$ cat src/rtl/assert_macros.svh
// Assertion macros used by the top level of the stack block.
`ifndef ASSERT_MACROS_SVH
`define ASSERT_MACROS_SVH

// The consequent must hold in the same cycle as the antecedent.
`define ASSERT_SAME(label, clk, rst, ante, cons, msg) \
   label: assert property (@(posedge clk) disable iff (rst) (ante) |-> (cons)) \
      else $error(msg);

// The consequent must hold in the cycle after the antecedent.
`define ASSERT_NEXT(label, clk, rst, ante, cons, msg) \
   label: assert property (@(posedge clk) disable iff (rst) (ante) |=> (cons)) \
      else $error(msg);

// The condition must hold in every cycle out of reset.
`define ASSERT_ALWAYS(label, clk, rst, cond, msg) \
   label: assert property (@(posedge clk) disable iff (rst) (cond)) \
      else $error(msg);

`endif

$ cat src/rtl/bsp_pkg.sv
// Package with the sizes, codes and helpers of the bounded stack block.
`timescale 1ns / 1ps
`default_nettype none

package bsp_pkg;

   // Stack geometry.
   localparam int unsigned DEPTH   = 8;
   localparam int unsigned WORD_W  = 32;
   localparam int unsigned ADDR_W  = (DEPTH > 1) ? $clog2(DEPTH) : 1;
   localparam int unsigned CNT_W   = $clog2(DEPTH + 1);

   // Field widths of the request and response items.
   localparam int unsigned TYPE_W   = 2;
   localparam int unsigned STATUS_W = 2;
   localparam int unsigned COUNT_W  = 4;

   typedef logic [TYPE_W-1:0]   req_code_type;
   typedef logic [STATUS_W-1:0] status_type;

   // Request codes.
   localparam req_code_type REQ_PUSH  = req_code_type'(0);
   localparam req_code_type REQ_POP   = req_code_type'(1);
   localparam req_code_type REQ_CHECK = req_code_type'(2);

   // Response status codes.
   localparam status_type ST_OK        = status_type'(0);
   localparam status_type ST_OVERFLOW  = status_type'(1);
   localparam status_type ST_UNDERFLOW = status_type'(2);

   // The reported count is the fill level modulo the field range.
   function automatic logic [COUNT_W-1:0] count_field(input logic [CNT_W-1:0] fill);
      logic [CNT_W+COUNT_W-1:0] wide;
      wide = (CNT_W + COUNT_W)'(fill);
      return wide[COUNT_W-1:0];
   endfunction

endpackage

`default_nettype wire

$ cat src/rtl/bsp_ram.sv
// Generic RAM with one write port and two registered read ports.
`timescale 1ns / 1ps
`default_nettype none

module bsp_ram #(
   parameter int unsigned WIDTH = 32,
   parameter int unsigned DEPTH = 8
) (
   input  wire logic                                       clock,
   input  wire logic                                       wr_en,
   input  wire logic [((DEPTH > 1) ? $clog2(DEPTH) : 1)-1:0] wr_addr,
   input  wire logic [WIDTH-1:0]                           wr_data,
   input  wire logic [((DEPTH > 1) ? $clog2(DEPTH) : 1)-1:0] rd_addr_a,
   input  wire logic [((DEPTH > 1) ? $clog2(DEPTH) : 1)-1:0] rd_addr_b,
   output logic      [WIDTH-1:0]                           rd_data_a,
   output logic      [WIDTH-1:0]                           rd_data_b
);

   logic [WIDTH-1:0] mem_ff [DEPTH];
   logic [WIDTH-1:0] rd_data_a_ff;
   logic [WIDTH-1:0] rd_data_b_ff;

   // Write port.
   always_ff @(posedge clock) begin
      if (wr_en) begin
         mem_ff[wr_addr] <= wr_data;
      end
   end

   // Read ports return the old word on a read during a write.
   always_ff @(posedge clock) begin
      rd_data_a_ff <= mem_ff[rd_addr_a];
      rd_data_b_ff <= mem_ff[rd_addr_b];
   end

   assign rd_data_a = rd_data_a_ff;
   assign rd_data_b = rd_data_b_ff;

endmodule

`default_nettype wire

$ cat src/rtl/bounded_stack_palindrome_check.sv
// Top level of the bounded stack with push, pop and palindrome check.
//
//   Channel   Handshake            Payload
//   request   start / busy         req_type, req_push_value
//   response  rsp_valid (strobe)   rsp_status, rsp_popped_value, rsp_is_palindrome,
//                                  rsp_count, rsp_full_res, rsp_empty_res
//
// A push, a refused request, an unused request code and a check of a single entry
// give their response in the cycle after the item is taken. A pop issues a RAM read,
// then registers the response with the popped word. A check walks pairs from the
// outside in and ends early at the first pair that differs; the shared comparator
// looks at one pair of entries per cycle through the two RAM read ports.
// Reset clears the fill count, the sequencer and the response strobe; RAM contents
// are left as they are. Busy is high while a pop or a check is in flight, and the
// response strobe is never held off.
`timescale 1ns / 1ps
`default_nettype none

`include "assert_macros.svh"

module bounded_stack_palindrome_check (
   input  wire logic                                clock,
   input  wire logic                                reset,
   input  wire logic                                start,
   output logic                                     busy,
   input  wire logic [bsp_pkg::TYPE_W-1:0]          req_type,
   input  wire logic signed [bsp_pkg::WORD_W-1:0]   req_push_value,
   output logic                                     rsp_valid,
   output logic      [bsp_pkg::STATUS_W-1:0]        rsp_status,
   output logic signed [bsp_pkg::WORD_W-1:0]        rsp_popped_value,
   output logic                                     rsp_is_palindrome,
   output logic      [bsp_pkg::COUNT_W-1:0]         rsp_count,
   output logic                                     rsp_full_res,
   output logic                                     rsp_empty_res
);

   // Sequencer state codes.
   localparam logic [1:0] S_IDLE  = 2'd0;
   localparam logic [1:0] S_POP   = 2'd1;
   localparam logic [1:0] S_CHECK = 2'd2;

   logic [1:0]                       state_ff, state_in;
   logic [bsp_pkg::CNT_W-1:0]        fill_ff, fill_in;
   logic [bsp_pkg::ADDR_W-1:0]       lo_ff, lo_in;
   logic [bsp_pkg::ADDR_W-1:0]       hi_ff, hi_in;
   logic                             rsp_valid_ff, rsp_valid_in;
   bsp_pkg::status_type              status_ff, status_in;
   logic [bsp_pkg::WORD_W-1:0]       popped_ff, popped_in;
   logic                             pal_ff, pal_in;
   logic [bsp_pkg::COUNT_W-1:0]      count_ff, count_in;
   logic                             full_ff, full_in;
   logic                             empty_ff, empty_in;

   logic                             accept;
   logic                             is_full;
   logic                             is_empty;
   logic [bsp_pkg::ADDR_W-1:0]       top_addr;
   logic [bsp_pkg::ADDR_W:0]         lo_step;
   logic [bsp_pkg::ADDR_W:0]         hi_step;
   logic                             wr_en;
   logic [bsp_pkg::WORD_W-1:0]       rd_lo;
   logic [bsp_pkg::WORD_W-1:0]       rd_hi;

   // Entry storage; reads are issued with the next pair of addresses.
   bsp_ram #(
      .WIDTH (bsp_pkg::WORD_W),
      .DEPTH (bsp_pkg::DEPTH)
   ) u_ram (
      .clock     (clock),
      .wr_en     (wr_en),
      .wr_addr   (bsp_pkg::ADDR_W'(fill_ff)),
      .wr_data   (req_push_value),
      .rd_addr_a (lo_in),
      .rd_addr_b (hi_in),
      .rd_data_a (rd_lo),
      .rd_data_b (rd_hi)
   );

   // Stack status and pointer arithmetic.
   assign accept   = start && (state_ff == S_IDLE);
   assign is_full  = (fill_ff == bsp_pkg::CNT_W'(bsp_pkg::DEPTH));
   assign is_empty = (fill_ff == '0);
   assign top_addr = bsp_pkg::ADDR_W'(fill_ff - bsp_pkg::CNT_W'(1));
   assign lo_step  = {1'b0, lo_ff} + (bsp_pkg::ADDR_W + 1)'(1);
   assign hi_step  = {1'b0, hi_ff} - (bsp_pkg::ADDR_W + 1)'(1);

   // Sequencer: decodes an item, then finishes a pop or walks pairs with the shared comparator.
   always_comb begin
      state_in     = state_ff;
      fill_in      = fill_ff;
      lo_in        = lo_ff;
      hi_in        = hi_ff;
      wr_en        = 1'b0;
      rsp_valid_in = 1'b0;
      status_in    = bsp_pkg::ST_OK;
      popped_in    = '0;
      pal_in       = 1'b0;

      unique case (state_ff)
         S_IDLE: begin
            if (accept) begin
               unique case (req_type)
                  bsp_pkg::REQ_PUSH: begin
                     rsp_valid_in = 1'b1;
                     if (is_full) begin
                        status_in = bsp_pkg::ST_OVERFLOW;
                     end else begin
                        wr_en   = 1'b1;
                        fill_in = fill_ff + bsp_pkg::CNT_W'(1);
                     end
                  end
                  bsp_pkg::REQ_POP: begin
                     if (is_empty) begin
                        rsp_valid_in = 1'b1;
                        status_in    = bsp_pkg::ST_UNDERFLOW;
                     end else begin
                        hi_in    = top_addr;
                        state_in = S_POP;
                     end
                  end
                  bsp_pkg::REQ_CHECK: begin
                     if (is_empty) begin
                        rsp_valid_in = 1'b1;
                        status_in    = bsp_pkg::ST_UNDERFLOW;
                     end else begin
                        lo_in = '0;
                        hi_in = top_addr;
                        if (top_addr == '0) begin
                           // A single entry reads the same both ways.
                           rsp_valid_in = 1'b1;
                           pal_in       = 1'b1;
                        end else begin
                           state_in = S_CHECK;
                        end
                     end
                  end
                  default: begin
                     // An unused request code changes nothing.
                     rsp_valid_in = 1'b1;
                  end
               endcase
            end
         end
         S_POP: begin
            fill_in      = fill_ff - bsp_pkg::CNT_W'(1);
            popped_in    = rd_hi;
            rsp_valid_in = 1'b1;
            state_in     = S_IDLE;
         end
         S_CHECK: begin
            if (rd_lo != rd_hi) begin
               rsp_valid_in = 1'b1;
               state_in     = S_IDLE;
            end else if (lo_step < hi_step) begin
               lo_in = lo_step[bsp_pkg::ADDR_W-1:0];
               hi_in = hi_step[bsp_pkg::ADDR_W-1:0];
            end else begin
               rsp_valid_in = 1'b1;
               pal_in       = 1'b1;
               state_in     = S_IDLE;
            end
         end
         default: begin
            state_in = S_IDLE;
         end
      endcase

      count_in = bsp_pkg::count_field(fill_in);
      full_in  = (fill_in == bsp_pkg::CNT_W'(bsp_pkg::DEPTH));
      empty_in = (fill_in == '0);
   end

   // Control registers.
   always_ff @(posedge clock) begin
      if (reset) begin
         state_ff     <= S_IDLE;
         fill_ff      <= '0;
         rsp_valid_ff <= 1'b0;
      end else begin
         state_ff     <= state_in;
         fill_ff      <= fill_in;
         rsp_valid_ff <= rsp_valid_in;
      end
   end

   // Pair pointers and response payload.
   always_ff @(posedge clock) begin
      lo_ff <= lo_in;
      hi_ff <= hi_in;
      if (rsp_valid_in) begin
         status_ff <= status_in;
         popped_ff <= popped_in;
         pal_ff    <= pal_in;
         count_ff  <= count_in;
         full_ff   <= full_in;
         empty_ff  <= empty_in;
      end
   end

   assign busy              = (state_ff != S_IDLE);
   assign rsp_valid         = rsp_valid_ff;
   assign rsp_status        = status_ff;
   assign rsp_popped_value  = popped_ff;
   assign rsp_is_palindrome = pal_ff;
   assign rsp_count         = count_ff;
   assign rsp_full_res      = full_ff;
   assign rsp_empty_res     = empty_ff;

   // Checks on the sequencer and the fill level.
   `ASSERT_SAME(a_rsp_not_busy, clock, reset, rsp_valid_ff, state_ff == S_IDLE, "response while busy")
   `ASSERT_NEXT(a_push_one_cycle, clock, reset, accept && (req_type == bsp_pkg::REQ_PUSH), rsp_valid_ff, "push response late")
   `ASSERT_ALWAYS(a_fill_bound, clock, reset, fill_ff <= bsp_pkg::CNT_W'(bsp_pkg::DEPTH), "fill level above depth")
   `ASSERT_SAME(a_pair_order, clock, reset, state_ff == S_CHECK, lo_ff < hi_ff, "pair pointers crossed")

endmodule

`default_nettype wire
$ cat config.mk
export PLATFORM = sky130hd
export DESIGN_NAME = bounded_stack_palindrome_check
export DESIGN_NICKNAME = d
export VERILOG_FILES = /design/src/rtl/bsp_pkg.sv /design/src/rtl/bsp_ram.sv /design/src/rtl/bounded_stack_palindrome_check.sv
export VERILOG_INCLUDE_DIRS = /design/src /design/src/rtl
export SDC_FILE = /design/constraint.sdc
export NUM_CORES = 1
export LEC_CHECK = 0
export BUFFER_PORTS_ARGS = -buffer_cell sky130_fd_sc_hd__buf_4
export CORE_MARGIN = 2
export CORE_UTILIZATION = 35
export DETAILED_ROUTE_END_ITERATION = 7
export MAX_ROUTING_LAYER = met4
export PLACE_DENSITY = 0.55
export SYNTH_ARGS = -nofsm -noshare
export SYNTH_HDL_FRONTEND = slang
export SYNTH_HIERARCHICAL = 1
export SYNTH_SLANG_ARGS = --single-unit
$ cat constraint.sdc
create_clock -name clock -period 4 [get_ports clock]
set_input_delay 0 -clock clock [delete_from_list [all_inputs] [get_ports clock]]
set_output_delay 0 -clock clock [all_outputs]
set_load 0.02 [all_outputs]
* Yosys cells after proc, flatten, opt, wreduce, memory -nomap -nowiden *
Memory sizes are Yosys's and may differ from the RTL's. A register that Yosys moved wholly into a read port is not among the register bits.
Cells that the tools add are included.

word-level totals
  memories = 1
  register bits = 54
  memory bits (writable) = 256
  word-level logic and storage cells = 86

cells by class
  $add $sub $neg = 4
  equal/unequal tests = 13
  muxes and demuxes = 46
  reductions and logical operators = 10
  order comparisons = 1

memories
  memory        words  bits a word  rd ports  clocked after Yosys merged registers in  wr ports  RTL line       source
  u_ram.mem_ff  8      32           2         2                                        1         bsp_ram.sv:19  logic [WIDTH-1:0] mem_ff [DEPTH];

operators with widths
  kind                                                                      number
  32-bit inequality test                                                    1
  3-bit two-way mux                                                         10
  1-bit two-way mux                                                         17
  2-bit two-way mux                                                         7
  4-bit two-way mux                                                         3
  3-bit inequality test (second input constant)                             4
  2-bit case mux with 2 select lines                                        3
  3-bit case mux with 2 select lines                                        2
  4-bit == test (second input constant)                                     2
  4-bit logical NOT                                                         2
  4-bit case mux with 2 select lines                                        1
  6-bit AND reduction                                                       1
  3-bit by 1-bit adder with 4-bit output (second input constant)            1
  4-bit by 1-bit adder with 4-bit output (second input constant)            1
  2-bit by 1-bit == test with 1-bit output (second input constant)          2
  2-bit == test (second input constant)                                     2
  2-bit logical NOT                                                         2
  4-bit less-than comparator                                                1
  1-bit case mux with 2 select lines                                        2
  3-bit by 1-bit subtractor with 4-bit output (second input constant)       1
  4-bit by 1-bit subtractor with 4-bit output (second input constant)       1
  3-bit logical NOT                                                         1
  3-bit by 1-bit inequality test with 1-bit output (second input constant)  1
  1-bit case mux with 3 select lines                                        1
  5 further kinds                                                           5

* Longest topological paths before layout *
  depth after elaboration = 7
  depth in mapped cells = 13
  depth with buffers taken out = 10

* Cells and area by module *
The synthesis kept the hierarchy.

modules (own cells, without submodules)
  module                          seq. area each (um^2)  instances  area each (um^2)  cells an instance
  bsp_ram                         8968.6                 1          13180.1           561
  bounded_stack_palindrome_check  1491.4                 1          2864.0            260

* Worst setup path after synthesis *
Ideal clock, no wire load.

  path kind = register -> register
  start point = register fill_ff[0] in the netlist's numbering
  end point = memory u_ram.mem_ff[0][0], enable pin
  period minus slack after synthesis = 3.969 ns
  setup time = 0.461 ns
  setup slack = 0.031 ns
  arrival = 3.508 ns
  buffers on the path = 0
  cell stages (with the launch flop) = 8
  cells stage by stage = dfxtp_1 > inv_1 > ha_1 > nand2b_1 > nor2_1 > nor3_1 > nand2b_1 > nor3_1

between the ends
  cells in the longest elaborated chain, start to end = 7

ends and longest elaborated chain
  element                                  RTL line                               source
  start, declared                          bounded_stack_palindrome_check.sv:43   logic [bsp_pkg::CNT_W-1:0] fill_ff, fill_in;
  start signal, assigned                   bounded_stack_palindrome_check.sv:181  fill_ff <= fill_in;
  4-bit == test                            bounded_stack_palindrome_check.sv:81   assign is_full = (fill_ff == bsp_pkg::CNT_W'(bsp_pkg::DEPTH));
  1-bit two-way mux                        bounded_stack_palindrome_check.sv:105  if (is_full) begin
  1-bit two-way mux                        bounded_stack_palindrome_check.sv:102  unique case (req_type)
  1-bit two-way mux                        bounded_stack_palindrome_check.sv:101  if (accept) begin
  1-bit two-way mux                        bounded_stack_palindrome_check.sv:99   unique case (state_ff)
  via wr_en                                bounded_stack_palindrome_check.sv:60   logic wr_en;
  1-bit two-way mux                        bsp_ram.sv:25                          if (wr_en) begin
  1-bit two-way mux (implied by the code)  bsp_ram.sv:26                          mem_ff[wr_addr] <= wr_data;
  end, declared                            bsp_ram.sv:19

The timed path passes the listed nets, and every way through them passes these cells.

* Worst setup path in the final report *
  start point = register hi_ff[0] in the netlist's numbering
  end point = register u_ram.rd_data_b_ff[26] (netlist: u_ram/rd_data_b[26]), read port of u_ram.mem_ff

between the ends
  cells in the longest elaborated chain, start to end = 5
  elaborated cells between the ends (all ways) = 8
  classes of those cells = add/sub (1); order compare (1); mux (6)

ends and longest elaborated chain
  element                                      RTL line                               source
  start, declared                              bounded_stack_palindrome_check.sv:45   logic [bsp_pkg::ADDR_W-1:0] hi_ff, hi_in;
  start signal, assigned                       bounded_stack_palindrome_check.sv:189  hi_ff <= hi_in;
  3-bit by 1-bit subtractor with 4-bit output  bounded_stack_palindrome_check.sv:85   assign hi_step = {1'b0, hi_ff} - (bsp_pkg::ADDR_W + 1)'(1);
  4-bit less-than comparator                   bounded_stack_palindrome_check.sv:154  end else if (lo_step < hi_step) begin
  3-bit two-way mux                            bounded_stack_palindrome_check.sv:154
  3-bit two-way mux                            bounded_stack_palindrome_check.sv:151  if (rd_lo != rd_hi) begin
  3-bit case mux with 2 select lines (*)       bounded_stack_palindrome_check.sv:99
  via hi_in (one bit)                          bounded_stack_palindrome_check.sv:45
  end, declared                                bsp_ram.sv:21                          logic [WIDTH-1:0] rd_data_b_ff;

The timed path passes the listed nets; every way through them passes the cells marked *.
A chain may end at the register's enable or synchronous reset.

==> impl_results.md <==
- Htree depth: 2
- Power per cell area: 567 mW/mm²
- Ys flop type: edfxtp_1
- Clk sinks: 374
- Number of fill cells: 3978
- Detail Route Antenna Nets: 0
- Die area: 0.0476 mm²
- Unrepaired setup endpoints after global routing: false
- Largest net degree at the start of global routing: 33
- Ports: 80
- Routed wl met2: 17600 µm
- Met1 Routed Length: 16000 µm
- Synth top area share: 55.6%
- Yosys warns: 6
- Async set-reset flop share out of synthesis: 0%
- Largest delay share family, worst path: multiplexers
- Layout Area Growth over Synthesis: 23.3%
- Initial Util: 35.4%
- Critical path cell sequence: inv_1, ha_1, ha_1, a21o_1, a21o_1, a21o_1, or3_1, o211ai_1, buf_4, buf_12, mux4_1, mux2_2
- Met3 wire length: 1420 µm
- Rel. slew slack: 50.8%
- Yosys top cell by area: edfxtp_1
- Most frequent CP cell: a21o_1
- Core Region: 0.0453 mm²
- # nets final: 1039
- Status: completed
- Worst Hold Class: in2reg
- Worst-skew pair later-pin latency: 0.56 ns
- CTS tree: built
- Top Metal Used: met4
- Drt drc: 0
- FP Rows: 78
- Arr. time, crit path: 4.22 ns
- Share of cells above drive strength 1: 32.3%
- DR WL/cell: 22.0 µm
- Port bufs: 79
- First-pass GRT wire length: 53500 µm
- Final Max Tran Viols: 0
- Leak: 6.91 nW
- Worst Path Required: 4.44 ns
- Final setup TNS: 0 ns
- # Post-CTS Setup Buffers: 0
- MaxCap Viol Count: 0
- Fmax: 0.264 GHz
- DR vias/cell: 5.07
- Via count: 8243
- Placer congestion estimate: 0.820
- DP Wirelength: 21300 µm
- Setup Skew: 0.0192 ns
- Synth unique cells: 42
- Post-Route WL: 35800 µm
- Post-Synthesis Cells: 821
- Buf/Inv on CP: 3
- Clk root buf: clkbuf_16
- Setup violators final: 0
- Synth area leaders: edfxtp_1, mux4_1, dfxtp_1, mux4_2, mux2_2
- Setup CP Type: reg2reg
- Die Height: 218 µm
- Tot GR Track Use: 15.8%
- Slowest stage delay, CP: 0.57 ns
- Syn nets: 870
- Initial antenna violation count: 3
- GR Overflow Total: 0
- Syn avg cell area: 19.5 µm²
- CP max FO: 15
- Most frequent cell after synthesis: edfxtp_1
- FF+latch count, synth: 374
- Post-Synthesis Cell Area: 0.0160 mm²
- Reg clk slew, reported paths: 0.06 ns
- Clock tree buffer depth: 3
- Worst slew pin tran: 0.734 ns
- Pwr Total: 11.2 mW
- Top post-synthesis cells by count: edfxtp_1, mux4_1, dfxtp_1
- Worst VDD drop: 0.323 mV
- CP endpoint kind: register
- Seq/Total Area, Yosys: 65.2%
- Die Wd: 218 µm
- Post-layout minimum cycle time: 3.78 ns
- Initial DRT Pass Iterations: 5
- CP Launch Type: register
- Slowest library cell on the worst path: mux4_1
- Initial DRC count: 611
- Number of CTS-inserted buffers: 41
- EDFF count, synth: 297
- Number of global-route vias before repair: 8547
- Fin. Hold Viols: 0
- Crit share post-route: 94.6%
-- where the power goes --
part | switching (mW) | internal [mW]
Combinational | 1.05 | 1.27
Sequential | 0.185 | 4.53
Clock | 1.53 | 2.66
-- final cells by class --
cell class              instances  area (µm²)  area share (%)
flip-flops and latches        374       10500            52.9
diodes                          3        7.51          0.0379
clock buffers                  49        1130            5.70
multi-input cells             388        5360            27.1
well taps                     600         751            3.79
clock inverters                27         387            1.95
inverters                      15        56.3           0.285
repair buffers                170        1630            8.26
-- cell families (layout without fill, tap and decap cells) --
kind of cell / Yosys count / after routing / share of synthesized area (%)
compound gates: 31 / 31 / 1.33
xor+xnor: 35 / 35 / 1.91
fa+ha+maj: 12 / 12 / 0.936
buf+inv: 59 / 261 / 2.14
flops: 374 / 374 / 65.2
mux: 198 / 198 / 24.7
other cells: 0 / 3 / 0
simple gates: 112 / 112 / 3.79
-- state kept, by name (all words and copies together), names as in the netlist --
signal / flops
u_ram/mem_ff: 256
rsp_popped_value: 32
u_ram/rd_data_a: 32
u_ram/rd_data_b: 32
fill_ff: 4
rsp_count: 4
hi_ff: 3
lo_ff: 3
rsp_status: 2
state_ff: 2
rsp_empty_res: 1
rsp_full_res: 1
rsp_is_palindrome: 1
rsp_valid: 1
-- layout by cell type (no fill, tap or decap), types with 13 or more instances in the layout --
| master | instances |
|---|---|
| dlygate4sd3_1 | 38 |
| clkbuf_16 | 43 |
| buf_12 | 21 |
| buf_4 | 111 |
| xor2_1 | 33 |
| mux2_2 | 64 |
| edfxtp_1 | 297 |
| mux4_1 | 80 |
| inv_1 | 15 |
| dfxtp_1 | 77 |
| and2_1 | 32 |
| nand2_1 | 13 |
| nor2_1 | 18 |
| mux4_2 | 48 |
-- routing by layer --
metal  up-vias  GRT usage, %
met1      4298          20.2
met3        48          2.95
met2       149          25.6
met5         -             -
li1       3748             -
met4         0          4.72
-- final timing paths --
check                           start                    to  slack, ns  cells after the start
setup / recovery             hi_ff[0]   u_ram/rd_data_b[26]       0.22                     12
hold / removal      req_push_value[8]    u_ram/mem_ff[4][8]       0.22                      2
setup reg to reg             hi_ff[0]   u_ram/rd_data_b[26]       0.22                     12
hold reg to reg   u_ram/rd_data_b[27]  rsp_popped_value[27]       0.56                      1
-- through the flow --
stage               worst slack (ns)  cell area, µm²  instances  utilization [%]  hold slack, ns
floorplan                     0.0312           16000        821                -          0.0662
finish                         0.215           19800       1626             43.7           0.221
CTS                           0.0517           19800       1623             43.7           0.190
detailed placement            0.0872           17900       1509             39.5           0.237
global route                  0.0532           19800       1626             43.7           0.216
global placement               0.128           17900       1509             39.5           0.233
-- worst reg2reg max path, delay by kind of cell (launching register included) --
family,cells,cell delay (ns)
mux,2,0.86
buf+inv,3,0.54
simple gates,1,0.50
compound gates,4,0.78
fa+ha+maj,2,0.63
flops,1,0.37
-- timing repair --
| action | in CTS | in global routing |
|---|---|---|
| endpoints found under the setup margin | 0 | 4 |
| hold buffers | 38 | 0 |
| resized for setup | 0 | 1 |
| hold endpoints to repair | 265 | 0 |
Power figures use the tool's default switching activity.
